<file path="config.mk">
export PLATFORM = sky130hd
export DESIGN_NAME = touch_point_filter_calibrate_top
export DESIGN_NICKNAME = d
export VERILOG_FILES = /design/src/rtl/tpfc_pkg.sv /design/src/rtl/tpfc_sort_cell.sv /design/src/rtl/tpfc_sort_chain.sv /design/src/rtl/tpfc_calib.sv /design/src/rtl/touch_point_filter_calibrate_top.sv
export SDC_FILE = /design/constraint.sdc
export NUM_CORES = 2
export LEC_CHECK = 0
export BUFFER_PORTS_ARGS = -buffer_cell sky130_fd_sc_hd__clkbuf_2
export CORE_ASPECT_RATIO = 0.75
export CORE_MARGIN = 4
export CORE_UTILIZATION = 43
export CTS_CLUSTER_DIAMETER = 200
export CTS_CLUSTER_SIZE = 24
export DETAILED_ROUTE_END_ITERATION = 8
export SLEW_MARGIN = 5
export SYNTH_ARGS = -nofsm -noshare
export SYNTH_HDL_FRONTEND = slang
export SYNTH_SLANG_ARGS = --single-unit
</file>
<file path="constraint.sdc">
create_clock -name clk -period 18.7 [get_ports clk]
set_input_delay 1.87 -clock clk [delete_from_list [all_inputs] [get_ports clk]]
set_output_delay 1.87 -clock clk [all_outputs]
set_load 0.005 [all_outputs]
</file>
<file path="src/rtl/tpfc_pkg.sv">
// ----------------------------------------------------------------------------
// tpfc_pkg: shared types and constants of the touch point filter
// Word layouts, register indexes, reject causes and filter constants.
// ----------------------------------------------------------------------------
`default_nettype none

package tpfc_pkg;

	// converter sample after the shift by 3
	localparam int SAMPLE_W = 13;
	localparam int RAW_W    = 16;
	localparam int RAW_SHIFT = 3;
	localparam int POS_W    = 16;
	localparam int GAIN_W   = 32;
	localparam int OFFS_W   = 16;
	localparam int GAIN_FRAC = 24;

	// four groups in a capture: X, Y, X, Y
	localparam int GRP_W    = 2;
	localparam logic [GRP_W-1:0] GRP_LAST = 2'd3;

	// default filter geometry
	localparam int SAMPLES_PER_READ_DEF = 9;
	localparam int JITTER_LIMIT_DEF     = 50;

	// divide by three via reciprocal: exact for sums below 2^17
	localparam int DIV3_SHIFT = 17;
	localparam logic [DIV3_SHIFT-1:0] DIV3_RECIP = 17'd43691;

	// configuration port
	localparam int CFG_IDX_W  = 3;
	localparam int CFG_DATA_W = 32;

	typedef enum logic [CFG_IDX_W-1:0] {
		REG_MIN_X    = 3'd0,
		REG_MAX_X    = 3'd1,
		REG_MIN_Y    = 3'd2,
		REG_MAX_Y    = 3'd3,
		REG_X_GAIN   = 3'd4,
		REG_Y_GAIN   = 3'd5,
		REG_X_OFFSET = 3'd6,
		REG_Y_OFFSET = 3'd7
	} reg_idx_t;

	typedef enum logic [1:0] {
		CAUSE_OK     = 2'd0,
		CAUSE_WINDOW = 2'd1,
		CAUSE_JITTER = 2'd2
	} cause_t;

	typedef struct packed {
		logic [RAW_W-1:0] raw_word;
		logic             restart;
	} in_word_t;

	typedef struct packed {
		logic             point_valid;
		logic [1:0]       reject_cause;
		logic [POS_W-1:0] pos_x;
		logic [POS_W-1:0] pos_y;
	} out_word_t;

	// calibration register set
	typedef struct packed {
		logic [SAMPLE_W-1:0]      min_x;
		logic [SAMPLE_W-1:0]      max_x;
		logic [SAMPLE_W-1:0]      min_y;
		logic [SAMPLE_W-1:0]      max_y;
		logic signed [GAIN_W-1:0] x_gain;
		logic signed [GAIN_W-1:0] y_gain;
		logic signed [OFFS_W-1:0] x_offset;
		logic signed [OFFS_W-1:0] y_offset;
	} cfg_t;

	// one trimmed mean leaving the sort chain
	typedef struct packed {
		logic                valid;
		logic [GRP_W-1:0]    grp;
		logic [SAMPLE_W-1:0] value;
	} filt_t;

endpackage

`default_nettype wire

</file>
<file path="src/rtl/tpfc_sort_cell.sv">
// ----------------------------------------------------------------------------
// tpfc_sort_cell: one cell of the insertion sort chain
// Holds one sorted sample; keeps it, takes its left neighbour or the new one.
// ----------------------------------------------------------------------------
`default_nettype none

module tpfc_sort_cell (
	input  wire                           clk,
	input  wire                           arst_n,
	input  wire                           shift_en,
	input  wire                           clear,
	input  wire  [tpfc_pkg::SAMPLE_W-1:0] sample,
	input  wire  [tpfc_pkg::SAMPLE_W-1:0] left_val,
	input  wire                           left_live,
	output logic [tpfc_pkg::SAMPLE_W-1:0] val,
	output logic                          live
);
	import tpfc_pkg::*;

	logic [SAMPLE_W-1:0] val_q;
	logic                valid_q;
	logic                own_live;
	logic                keep;
	logic                take_left;

	// decide where this cell's next value comes from
	always_comb begin
		own_live  = valid_q & ~clear;
		keep      = own_live && (val_q <= sample);
		take_left = left_live && (left_val > sample);
	end

	// occupancy
	always_ff @(posedge clk or negedge arst_n) begin
		if (!arst_n) begin
			valid_q <= 1'b0;
		end else if (shift_en && !keep) begin
			valid_q <= left_live;
		end
	end

	// value: hold, shift right from the neighbour, or insert the new sample
	always_ff @(posedge clk) begin
		if (shift_en && !keep) begin
			if (take_left) begin
				val_q <= left_val;
			end else begin
				val_q <= sample;
			end
		end
	end

	assign val  = val_q;
	assign live = valid_q;

endmodule

`default_nettype wire

</file>
<file path="src/rtl/tpfc_sort_chain.sv">
// ----------------------------------------------------------------------------
// tpfc_sort_chain: row of sort cells and trimmed mean of one group
// Sorts a group as it arrives, then averages the middle three samples.
// ----------------------------------------------------------------------------
`default_nettype none

module tpfc_sort_chain #(
	parameter int SAMPLES_PER_READ = tpfc_pkg::SAMPLES_PER_READ_DEF
) (
	input  wire                           clk,
	input  wire                           arst_n,
	input  wire                           ins,
	input  wire                           first,
	input  wire                           last,
	input  wire  [tpfc_pkg::GRP_W-1:0]    grp,
	input  wire  [tpfc_pkg::SAMPLE_W-1:0] sample,
	output tpfc_pkg::filt_t               filt
);
	import tpfc_pkg::*;

	localparam int MID   = (SAMPLES_PER_READ - 3) / 2;
	localparam int SUM_W = SAMPLE_W + 2;
	localparam int PROD_W = SUM_W + DIV3_SHIFT;

	logic [SAMPLE_W-1:0] cell_val  [SAMPLES_PER_READ];
	logic                cell_live [SAMPLES_PER_READ];
	logic [SAMPLE_W-1:0] left_val  [SAMPLES_PER_READ];
	logic                left_live [SAMPLES_PER_READ];

	logic                done_s1;
	logic [GRP_W-1:0]    grp_s1;
	logic                done_s2;
	logic [GRP_W-1:0]    grp_s2;
	logic [SUM_W-1:0]    sum_s2;
	logic                done_s3;
	logic [GRP_W-1:0]    grp_s3;
	logic [SAMPLE_W-1:0] mean_s3;
	logic [PROD_W-1:0]   div_prod;

	// neighbour links; the head sees an always live, empty left side
	always_comb begin
		for (int i = 0; i < SAMPLES_PER_READ; i++) begin
			if (i == 0) begin
				left_val[i]  = '0;
				left_live[i] = 1'b1;
			end else begin
				left_val[i]  = cell_val[i-1];
				left_live[i] = cell_live[i-1] & ~first;
			end
		end
	end

	for (genvar g = 0; g < SAMPLES_PER_READ; g++) begin : g_cell
		tpfc_sort_cell u_cell (
			.clk       (clk),
			.arst_n    (arst_n),
			.shift_en  (ins),
			.clear     (first),
			.sample    (sample),
			.left_val  (left_val[g]),
			.left_live (left_live[g]),
			.val       (cell_val[g]),
			.live      (cell_live[g])
		);
	end

	assign div_prod = PROD_W'(sum_s2) * PROD_W'(DIV3_RECIP);

	// flag a complete group, sum its middle three, then divide by three
	always_ff @(posedge clk or negedge arst_n) begin
		if (!arst_n) begin
			done_s1 <= 1'b0;
			done_s2 <= 1'b0;
			done_s3 <= 1'b0;
		end else begin
			done_s1 <= ins & last;
			done_s2 <= done_s1;
			done_s3 <= done_s2;
		end
	end

	always_ff @(posedge clk) begin
		grp_s1  <= grp;
		grp_s2  <= grp_s1;
		sum_s2  <= SUM_W'(cell_val[MID]) + SUM_W'(cell_val[MID+1])
			+ SUM_W'(cell_val[MID+2]);
		grp_s3  <= grp_s2;
		mean_s3 <= div_prod[DIV3_SHIFT +: SAMPLE_W];
	end

	assign filt.valid = done_s3;
	assign filt.grp   = grp_s3;
	assign filt.value = mean_s3;

endmodule

`default_nettype wire

</file>
<file path="src/rtl/tpfc_calib.sv">
// ----------------------------------------------------------------------------
// tpfc_calib: capture check and calibration mapping
// Stores the first three means, checks window and jitter, scales and clamps.
// ----------------------------------------------------------------------------
`default_nettype none

module tpfc_calib #(
	parameter int JITTER_LIMIT = tpfc_pkg::JITTER_LIMIT_DEF
) (
	input  wire                  clk,
	input  wire                  arst_n,
	input  wire tpfc_pkg::filt_t filt,
	input  wire tpfc_pkg::cfg_t  cfg,
	input  wire                  out_stall,
	output logic                 out_valid,
	output tpfc_pkg::out_word_t  out_word
);
	import tpfc_pkg::*;

	localparam logic [SAMPLE_W-1:0] JIT_LIM = SAMPLE_W'(JITTER_LIMIT);
	localparam int PROD_W = SAMPLE_W + 1 + GAIN_W;
	localparam int QUOT_W = PROD_W - GAIN_FRAC;
	localparam int SUM_W  = QUOT_W + 1;

	logic [SAMPLE_W-1:0] reads_q [3];

	logic [SAMPLE_W-1:0] x0, y0, x1, y1;
	logic [SAMPLE_W-1:0] dx, dy;
	logic                win_bad, jit_bad;

	logic                v_s1;
	cause_t              cause_s1;
	logic [SAMPLE_W-1:0] avgx_s1, avgy_s1;

	logic                     v_s2;
	cause_t                   cause_s2;
	logic signed [PROD_W-1:0] prodx_s2, prody_s2;

	logic [POS_W-1:0] posx, posy;
	logic             out_valid_q;
	out_word_t        out_word_q;

	// keep the first three means of the capture
	always_ff @(posedge clk) begin
		if (filt.valid && filt.grp != GRP_LAST) begin
			reads_q[filt.grp] <= filt.value;
		end
	end

	// window check on the first X/Y pair, jitter check between the two pairs
	always_comb begin
		x0 = reads_q[0];
		y0 = reads_q[1];
		x1 = reads_q[2];
		y1 = filt.value;
		dx = (x0 > x1) ? x0 - x1 : x1 - x0;
		dy = (y0 > y1) ? y0 - y1 : y1 - y0;
		win_bad = (x0 > cfg.max_x) || (x0 < cfg.min_x)
			|| (y0 > cfg.max_y) || (y0 < cfg.min_y);
		jit_bad = (dx > JIT_LIM) || (dy > JIT_LIM);
	end

	always_ff @(posedge clk or negedge arst_n) begin
		if (!arst_n) begin
			v_s1 <= 1'b0;
			v_s2 <= 1'b0;
		end else begin
			v_s1 <= filt.valid && filt.grp == GRP_LAST;
			v_s2 <= v_s1;
		end
	end

	// register cause and pair averages, then the gain products
	always_ff @(posedge clk) begin
		if (win_bad) begin
			cause_s1 <= CAUSE_WINDOW;
		end else if (jit_bad) begin
			cause_s1 <= CAUSE_JITTER;
		end else begin
			cause_s1 <= CAUSE_OK;
		end
		avgx_s1  <= SAMPLE_W'(((SAMPLE_W+1)'(x0) + (SAMPLE_W+1)'(x1)) >> 1);
		avgy_s1  <= SAMPLE_W'(((SAMPLE_W+1)'(y0) + (SAMPLE_W+1)'(y1)) >> 1);
		cause_s2 <= cause_s1;
		prodx_s2 <= PROD_W'($signed({1'b0, avgx_s1})) * PROD_W'(cfg.x_gain);
		prody_s2 <= PROD_W'($signed({1'b0, avgy_s1})) * PROD_W'(cfg.y_gain);
	end

	// drop the fraction toward zero, add offset, clamp to screen range
	function automatic logic [POS_W-1:0] map_axis(
		input logic signed [PROD_W-1:0] prod,
		input logic signed [OFFS_W-1:0] offs
	);
		logic signed [PROD_W-1:0] biased;
		logic signed [QUOT_W-1:0] quot;
		logic signed [SUM_W-1:0]  sum;
		biased = prod[PROD_W-1] ? prod + PROD_W'({GAIN_FRAC{1'b1}}) : prod;
		quot   = QUOT_W'(biased >>> GAIN_FRAC);
		sum    = SUM_W'(quot) + SUM_W'(offs);
		if (sum < 0) begin
			map_axis = '0;
		end else if (sum > SUM_W'({POS_W{1'b1}})) begin
			map_axis = '1;
		end else begin
			map_axis = sum[POS_W-1:0];
		end
	endfunction

	assign posx = map_axis(prodx_s2, cfg.x_offset);
	assign posy = map_axis(prody_s2, cfg.y_offset);

	// result register: hold until taken
	always_ff @(posedge clk or negedge arst_n) begin
		if (!arst_n) begin
			out_valid_q <= 1'b0;
		end else if (v_s2) begin
			out_valid_q <= 1'b1;
		end else if (!out_stall) begin
			out_valid_q <= 1'b0;
		end
	end

	always_ff @(posedge clk) begin
		if (v_s2) begin
			out_word_q.point_valid  <= cause_s2 == CAUSE_OK;
			out_word_q.reject_cause <= cause_s2;
			out_word_q.pos_x        <= (cause_s2 == CAUSE_OK) ? posx : '0;
			out_word_q.pos_y        <= (cause_s2 == CAUSE_OK) ? posy : '0;
		end
	end

	assign out_valid = out_valid_q;
	assign out_word  = out_word_q;

endmodule

`default_nettype wire

</file>
<file path="src/rtl/touch_point_filter_calibrate_top.sv">
// ----------------------------------------------------------------------------
// touch_point_filter_calibrate_top: trimmed-mean touch filter with calibration
// Sorts each group of converter samples in a cell chain, checks the capture
// and maps the averaged X/Y pair to screen coordinates.
// ----------------------------------------------------------------------------
//  channel   direction  handshake           word
//  in        sink       in_valid/in_stall   raw_word, restart
//  out       source     out_valid/out_stall point_valid, reject_cause, pos_x, pos_y
//  cfg       sink       cfg_valid/cfg_ready cfg_index, cfg_data
//
//  Words enter one per cycle while a capture is collected; each cell of the
//  sort chain inserts in the cycle the word arrives.
//  The last word of a capture starts a tail (mean, check, multiply,
//  clamp); in_stall stays high from then until the result word is taken.
//  Reset clears counters and valid flags; no clearing pass is needed.
//  A restart word opens a new capture and drops any partial one.
// ----------------------------------------------------------------------------
`default_nettype none

module touch_point_filter_calibrate_top #(
	parameter int SAMPLES_PER_READ = tpfc_pkg::SAMPLES_PER_READ_DEF,
	parameter int JITTER_LIMIT     = tpfc_pkg::JITTER_LIMIT_DEF
) (
	input  wire                             clk,
	input  wire                             arst_n,
	input  wire                             in_valid,
	output logic                            in_stall,
	input  wire tpfc_pkg::in_word_t         in_word,
	output logic                            out_valid,
	input  wire                             out_stall,
	output tpfc_pkg::out_word_t             out_word,
	input  wire                             cfg_valid,
	output logic                            cfg_ready,
	input  wire  [tpfc_pkg::CFG_IDX_W-1:0]  cfg_index,
	input  wire  [tpfc_pkg::CFG_DATA_W-1:0] cfg_data
);
	import tpfc_pkg::*;

	localparam int CNT_W = $clog2(SAMPLES_PER_READ);
	localparam logic [CNT_W-1:0] CNT_LAST = CNT_W'(SAMPLES_PER_READ - 1);

	logic [CNT_W-1:0] pos_q;
	logic [GRP_W-1:0] grp_q;
	logic             busy_q;
	cfg_t             cfg_q;

	logic             in_acc;
	logic             cap_last;
	logic [CNT_W-1:0] pos_e;
	logic [GRP_W-1:0] grp_e;
	logic             last_e;
	filt_t            filt;

	assign in_acc    = in_valid & ~in_stall;
	assign in_stall  = busy_q;
	assign cfg_ready = 1'b1;

	// position of this word within the capture
	always_comb begin
		pos_e    = in_word.restart ? '0 : pos_q;
		grp_e    = in_word.restart ? '0 : grp_q;
		last_e   = pos_e == CNT_LAST;
		cap_last = last_e && grp_e == GRP_LAST;
	end

	// advance the word counters
	always_ff @(posedge clk or negedge arst_n) begin
		if (!arst_n) begin
			pos_q <= '0;
			grp_q <= '0;
		end else if (in_acc) begin
			if (last_e) begin
				pos_q <= '0;
				grp_q <= grp_e + GRP_W'(1);
			end else begin
				pos_q <= pos_e + CNT_W'(1);
				grp_q <= grp_e;
			end
		end
	end

	// hold off input from the last word until the result word is taken
	always_ff @(posedge clk or negedge arst_n) begin
		if (!arst_n) begin
			busy_q <= 1'b0;
		end else if (in_acc && cap_last) begin
			busy_q <= 1'b1;
		end else if (out_valid && !out_stall) begin
			busy_q <= 1'b0;
		end
	end

	// calibration registers
	always_ff @(posedge clk or negedge arst_n) begin
		if (!arst_n) begin
			cfg_q.min_x    <= '0;
			cfg_q.max_x    <= '1;
			cfg_q.min_y    <= '0;
			cfg_q.max_y    <= '1;
			cfg_q.x_gain   <= GAIN_W'(1) << GAIN_FRAC;
			cfg_q.y_gain   <= GAIN_W'(1) << GAIN_FRAC;
			cfg_q.x_offset <= '0;
			cfg_q.y_offset <= '0;
		end else if (cfg_valid && cfg_ready) begin
			case (reg_idx_t'(cfg_index))
				REG_MIN_X:    cfg_q.min_x    <= cfg_data[SAMPLE_W-1:0];
				REG_MAX_X:    cfg_q.max_x    <= cfg_data[SAMPLE_W-1:0];
				REG_MIN_Y:    cfg_q.min_y    <= cfg_data[SAMPLE_W-1:0];
				REG_MAX_Y:    cfg_q.max_y    <= cfg_data[SAMPLE_W-1:0];
				REG_X_GAIN:   cfg_q.x_gain   <= cfg_data[GAIN_W-1:0];
				REG_Y_GAIN:   cfg_q.y_gain   <= cfg_data[GAIN_W-1:0];
				REG_X_OFFSET: cfg_q.x_offset <= cfg_data[OFFS_W-1:0];
				REG_Y_OFFSET: cfg_q.y_offset <= cfg_data[OFFS_W-1:0];
				default: ;
			endcase
		end
	end

	tpfc_sort_chain #(
		.SAMPLES_PER_READ (SAMPLES_PER_READ)
	) u_chain (
		.clk    (clk),
		.arst_n (arst_n),
		.ins    (in_acc),
		.first  (pos_e == '0),
		.last   (last_e),
		.grp    (grp_e),
		.sample (in_word.raw_word[RAW_W-1:RAW_SHIFT]),
		.filt   (filt)
	);

	tpfc_calib #(
		.JITTER_LIMIT (JITTER_LIMIT)
	) u_calib (
		.clk       (clk),
		.arst_n    (arst_n),
		.filt      (filt),
		.cfg       (cfg_q),
		.out_stall (out_stall),
		.out_valid (out_valid),
		.out_word  (out_word)
	);

	// a result only ever appears inside a finished capture
	a_out_in_busy : assert property (@(posedge clk) disable iff (!arst_n)
		out_valid |-> busy_q)
		else $error("result word outside a capture tail");

	// last word of a capture locks the input side
	a_last_locks : assert property (@(posedge clk) disable iff (!arst_n)
		(in_acc && cap_last) |=> in_stall)
		else $error("input not held after last word");

	// accept flag agrees with the cause, rejected words carry zero position
	a_cause_flag : assert property (@(posedge clk) disable iff (!arst_n)
		out_valid |-> (out_word.point_valid == (out_word.reject_cause == CAUSE_OK)))
		else $error("point_valid disagrees with reject_cause");

	a_reject_zero : assert property (@(posedge clk) disable iff (!arst_n)
		(out_valid && !out_word.point_valid) |-> (out_word.pos_x == '0
			&& out_word.pos_y == '0))
		else $error("rejected word carries a position");

	// the group tail never overlaps the next result word being formed
	a_no_filt_when_out : assert property (@(posedge clk) disable iff (!arst_n)
		out_valid |-> !filt.valid)
		else $error("mean leaves the chain while a result waits");

endmodule

`default_nettype wire
</file>
[Yosys cells after proc, flatten, opt, wreduce, memory -nomap -nowiden]
Memories as Yosys holds them, arrays and structs flattened.
Index checks and enable logic that the tools add are counted.
Storage, ports and cells
  memory bits (writable): 39
  ROM bits: 0
  output and inout port bits: 38
  bits in latches: 0
  bits in registers: 436
  memories: 1
Operators by class
  add/sub/neg operators: 14
  multipliers: 3
  bitwise logic cells: 11
  mux-type cells: 22
  equal/unequal tests: 12
  shift-type cells: 0
  $lt $le $gt $ge: 24
  div/mod/pow operators: 0
  reduce and logical (&&, ||, !) cells: 47
Memory list
  u_calib.reads_q: depth 3, bits a word 13, rd ports 3, clocked after Yosys merged registers in 0, wr ports 1, line tpfc_calib.sv:25  | logic [SAMPLE_W-1:0] reads_q [3];
Operator list (count)
  > comparator 13 bit: 9
  adder 46 x 24 -> 46 bit, second input constant: 2
  multiplier 14 x 32 -> 46 bit: 2
  two-way mux 46 bit: 2
  two-way mux 13 bit: 7
  less-or-equal comparator 13 bit: 6
  subtractor 13 bit: 4
  adder 22 x 16 -> 23 bit: 2
  > comparator 23 x 16 -> 1 bit, second input constant: 2
  less-than comparator 23 x 1 -> 1 bit, second input constant: 2
  adder 13 x 13 -> 14 bit: 3
  two-way mux 16 bit: 2
  multiplier 15 x 16 -> 30 bit, second input constant: 1
  > comparator 13 x 6 -> 1 bit, second input constant: 2
  less-than comparator 13 bit: 2
  logical AND 1 bit: 22
  AND reduction 2 bit: 8
  adder 15 x 13 -> 15 bit: 1
  > comparator 1 x 13 -> 1 bit, first input constant: 1
  == test 3 bit, second input constant: 4
  bitwise AND 1 bit: 8
  two-way mux 4 bit: 2
  zero test 1 bit: 7
  == test 3 x 2 -> 1 bit, second input constant: 2
  other kinds (16): 30

[Longest topological paths before layout]
  word-level depth: 7
  depth in mapped cells: 27

[Cells and area by module]
A second synthesis with hierarchy kept.
Second synthesis, totals
  cell total of the unflattened synthesis: 6209
  area total of the unflattened synthesis: 60798.3 sq um
By module, submodules not included
  tpfc_calib: instances 1, area each 41792.6 sq um, seq. area each 4739.5 sq um, cells each 4658
  tpfc_sort_cell: instances 6, area each 1272.5 sq um, seq. area each 415.4 sq um, cells each 111
  touch_point_filter_calibrate_top: instances 1, area each 6099.6 sq um, seq. area each 3913.8 sq um, cells each 366
  tpfc_sort_chain: instances 1, area each 5271.3 sq um, seq. area each 755.7 sq um, cells each 519

[Worst setup path after synthesis]
OpenSTA, ideal clock, no wires.
  path kind: reg-to-reg
  from: register cfg_q[95] (netlist bit)
  to: register u_calib.prodx_s2[43]
  cell stages (with the launch flop): 24
  data required time: 18.584 ns
  arrival: 6.231 ns
  slack: 12.352 ns
  library setup time: 0.116 ns
  period minus slack after synthesis: 6.348 ns
  path through: dfrtp_1 -> clkbuf_1 -> nand2_1 -> fa_1 -> inv_1 -> fa_1 -> inv_1 -> fa_1 -> inv_1 -> fa_1 -> fa_1 -> inv_1 -> fa_1 -> inv_1 -> ha_1 -> clkbuf_1 -> a21o_1 -> a21o_1 -> a21o_1 -> a21o_1 -> a21o_1 -> a21o_1 -> or4_1 -> and4_1
Between the ends
  word-level cells in the longest chain between the ends: 1
RTL lines
  from (decl): line touch_point_filter_calibrate_top.sv:45  | cfg_t cfg_q;
  multiplier 14 x 32 -> 46 bit: line tpfc_calib.sv:85  | prodx_s2 <= PROD_W'($signed({1'b0, avgx_s1})) * PROD_W'(cfg.x_gain);
  to (signal assigned): line tpfc_calib.sv:85
  to (decl): line tpfc_calib.sv:37  | logic signed [PROD_W-1:0] prodx_s2, prody_s2;
Every way passes these cells.
A chain may end at the register's enable or synchronous reset.

[Final worst setup path]
  from: register cfg_q[71] (netlist bit)
  to: register u_calib.prodx_s2[45]
Same word-level chain as after synthesis.

==> run_results.csv <==
group,metric,value,unit
status,status,"finished clean",
layout,multiInputGateArea,40800,um2
clock_network,cts_htree_levels,1,
clock_network,cts_hold_buf,0,
die,die_x,431.8,um
yosys,synth_area_per_cell,9.634,um2
clock_network,cts_resized,0,
worst_hold_path,min_from,"u_chain.grp_s1[1]",
detailed_routing,ant_nets,0,
yosys,postSynthCellCount,6013,
timing,finalCritPeriodShare,39.26,%
global_routing,grt_pass1_wl,242100,um
clock_network,cts_tree,"built",
yosys,synth_cell_types,86,
yosys,async_flop_share,35.16,%
clock_network,root_buffer,"clkbuf_16",
global_routing,grt_pass1_vias,41790,
global_routing,overflow,0,
global_routing,grt_antenna_before_repair,17,
yosys,synth_top_area_share,29.03,%
die,dieArea,140700,um2
yosys,ys.warnings.count,0,
clock_network,path_clk_slew,120,ps
layout,seq_area,11900,um2
setup_path,cp.arrival,7920,ps
die,pin_count,95,
timing,finalCriticalPeriod,7341,ps
clock_network,cts_setup_buffers,0,
detailed_routing,vias,40910,
die,die_y,325.9,um
detailed_routing,drt_iter0_markers,3036,
yosys,syn_nets,7490,
detailed_routing,drc,0,
placed_design,place_ws,11490,ps
clock_network,ctsLongestPathBuffers,3,
timing,relSlewSlack,14.56,%
timing,tightestPinTransition,1273,ps
layout,layout-drive-gt1-share,6.487,%
yosys,synth-edff-count,152,
detailed_routing,routed_wl,150300,um
clock_network,cts_made_buffers,24,
placed_design,dp_hpwl,119200,um
detailed_routing,drt_first_pass_iters,6,
global_routing,grt_use_total,21.76,%
yosys,synth.cell_area,57930,um2
setup_path,timing.rr.end,"u_calib.prodx_s2[45]",
timing,slew_viol_final,0,
yosys,ys_top_cells_by_area,"fa_1 (29%), ha_1 (13%), edfxtp_1 (7.9%), inv_1 (7.5%), dfrtp_1 (6.0%)",
layout,num-nets-final,7409,
worst_hold_path,hp-class,"register to register",
setup_path,worstSetupPathType,"register to register",
timing,timing.fmax,136.2,MHz
yosys,ys.flop_type,"dfxtp_1",
die,initial_core_util,43.33,%
yosys,ys_seq_elements,475,
yosys,ys_seq_area_share,20.55,%
setup_path,end_kind,"register",
timing,setup_viol,0,
layout,fin_area,60740,um2
layout,syn_to_final_growth,4.856,%
clock_network,clk_latency,670,ps
placed_design,postPlaceCellArea,60010,um2
setup_path,r2r-start,"cfg_q[71]",
placed_design,port-buffer-count,90,
setup_path,startpoint_type,"register",
worst_hold_path,min_to,"u_chain.grp_s2[1]",
timing,setup_ws,11360,ps
detailed_routing,avgViaCountPerCell,5.298,
clock_network,clock_sinks,475,
die,core,133700,um2
timing,setup-tns-final,0,ps
layout,fill_cells,12800,
placed_design,gp_congestion,0.9122,
worst_hold_path,holdPathStages,0,
timing,rsz0062_at_grt,"no",
setup_path,rrSetupSlack,11360,ps
flow_run,maxCapViolCount,0,
setup_path,crit_fanout,14,
die,rows,116,
yosys,synth_top_cell_by_area,"fa_1",
detailed_routing,wl_per_cell,19.46,um
setup_path,crit_required,19280,ps
timing,hold_violations,0,
setup_path,worstRegToRegCells,21,
global_routing,grt_max_degree,61,
timing,finalClockSkew,30.20,ps
## area by class of cell
type / count / share of cell area [%]
inverters: 1154 / 7.132
repair buffers: 130 / 1.250
clock inverters: 4 / 0.1112
multi-input cells: 4147 / 67.17
diodes: 2 / 0.008240
flip-flops and latches: 475 / 19.60
clock buffers: 40 / 1.088
well taps: 1770 / 3.646
## through the flow
stage,std cells,hold slack (ps),util [%]
floorplan,6013,309.6,-
global placement,7676,312.3,44.89
detailed placement,7676,312.1,44.89
CTS,7720,336.5,45.44
global route,7721,342.4,45.44
finish,7722,336.5,45.44
## how the worst max path moves through the flow
stage	from	slack (ps)	endpoint	depth (start not counted)
after floorplan	cfg_q[95]	12350	u_calib.prodx_s2[43]	23
after CTS	cfg_q[69]	11480	u_calib.prodx_s2[40]	23
after detailed placement	cfg_q[69]	11490	u_calib.prodx_s2[40]	23
final	cfg_q[71]	11360	u_calib.prodx_s2[45]	21
after global routing	cfg_q[69]	10990	u_calib.prodx_s2[40]	23
after global placement	cfg_q[70]	11580	u_calib.prodx_s2[38]	21
## cells in the final DEF, fill, tap and decap left out, drive strengths merged, types with 11 or more instances in the layout
cell     count
dfstp       28
o2111ai     12
a211o       16
nor2       138
o21ai      176
edfxtp     152
and4        11
dfxtp      156
fa         840
dfrtp      139
inv       1155
nor2b       36
nor4        28
o21bai      28
o21a        46
and2       381
ha         580
o211ai      20
xor2        65
o31ai       19
clkbuf     130
a41oi       25
nand4       54
a211oi      30
mux2       167
a221oi      11
a31oi       29
a21o       105
buf         40
or2         12
nor3        36
and3        34
a21boi      16
nand2      654
nand2b      51
nand3       60
a21oi      204
xnor2      159
## synthesized netlist by cell type (139+ instances only)
cell type and number:
inv_1 1154, fa_1 840, nand2_1 652, ha_1 580
and2_1 381, clkbuf_1 220, a21oi_1 203, mux2_2 167
o21ai_0 166, xnor2_1 159, dfxtp_1 156, edfxtp_1 152
dfrtp_1 139
## registers in the layout, indices dropped and copies added (netlist names), 15 cells and up
register	count
u_calib.prody_s2	46
u_chain.sum_s2	15
u_calib.reads_q	39
u_calib.prodx_s2	46
cfg_q	148
u_chain.g_cell.u_cell.val	78
u_calib.out_word	35
## critical path, cell delays in order, from the launching register on
cell and delay [ps]:
dfrtp_1 840, nand2_1 190, fa_1 570, fa_1 520, inv_1 50, fa_1 480
fa_1 540, fa_1 570, inv_1 70, fa_1 530, inv_1 50, ha_1 370
a21oi_1 190, o21ai_0 90, a21oi_1 280, o21ai_0 230, and3_1 240, o211a_1 300
o41ai_2 550, o211ai_1 240, a21oi_1 220, xnor2_1 130
## logic make-up after synthesis
kind of cell,Yosys count,synth area share [%]
and+or+nand+nor,1529,13.03
adders and majority gates,1420,41.56
buffers and inverters,1391,9.068
AOI/OAI and AO/OA,797,9.001
DFF,475,20.55
xor gates and xnor gates,224,3.387
muxes,176,3.402
other,1,0.006474
## per-layer routing
layer | global-route usage, % | vias up | share of wire [%] | wire, um
li1 | - | 18970 | - | -
met1 | 33.94 | 20590 | 49 | 73790
met2 | 32.39 | 1242 | 42 | 63060
met3 | 3.461 | 114 | 7.3 | 10980
met4 | 3.107 | 0 | 1.6 | 2466
met5 | 0 | - | 0 | 0
Power is left out: the tool's default activity adds up to more than one toggle a clock period on the data nets, which glitch-free logic cannot reach.
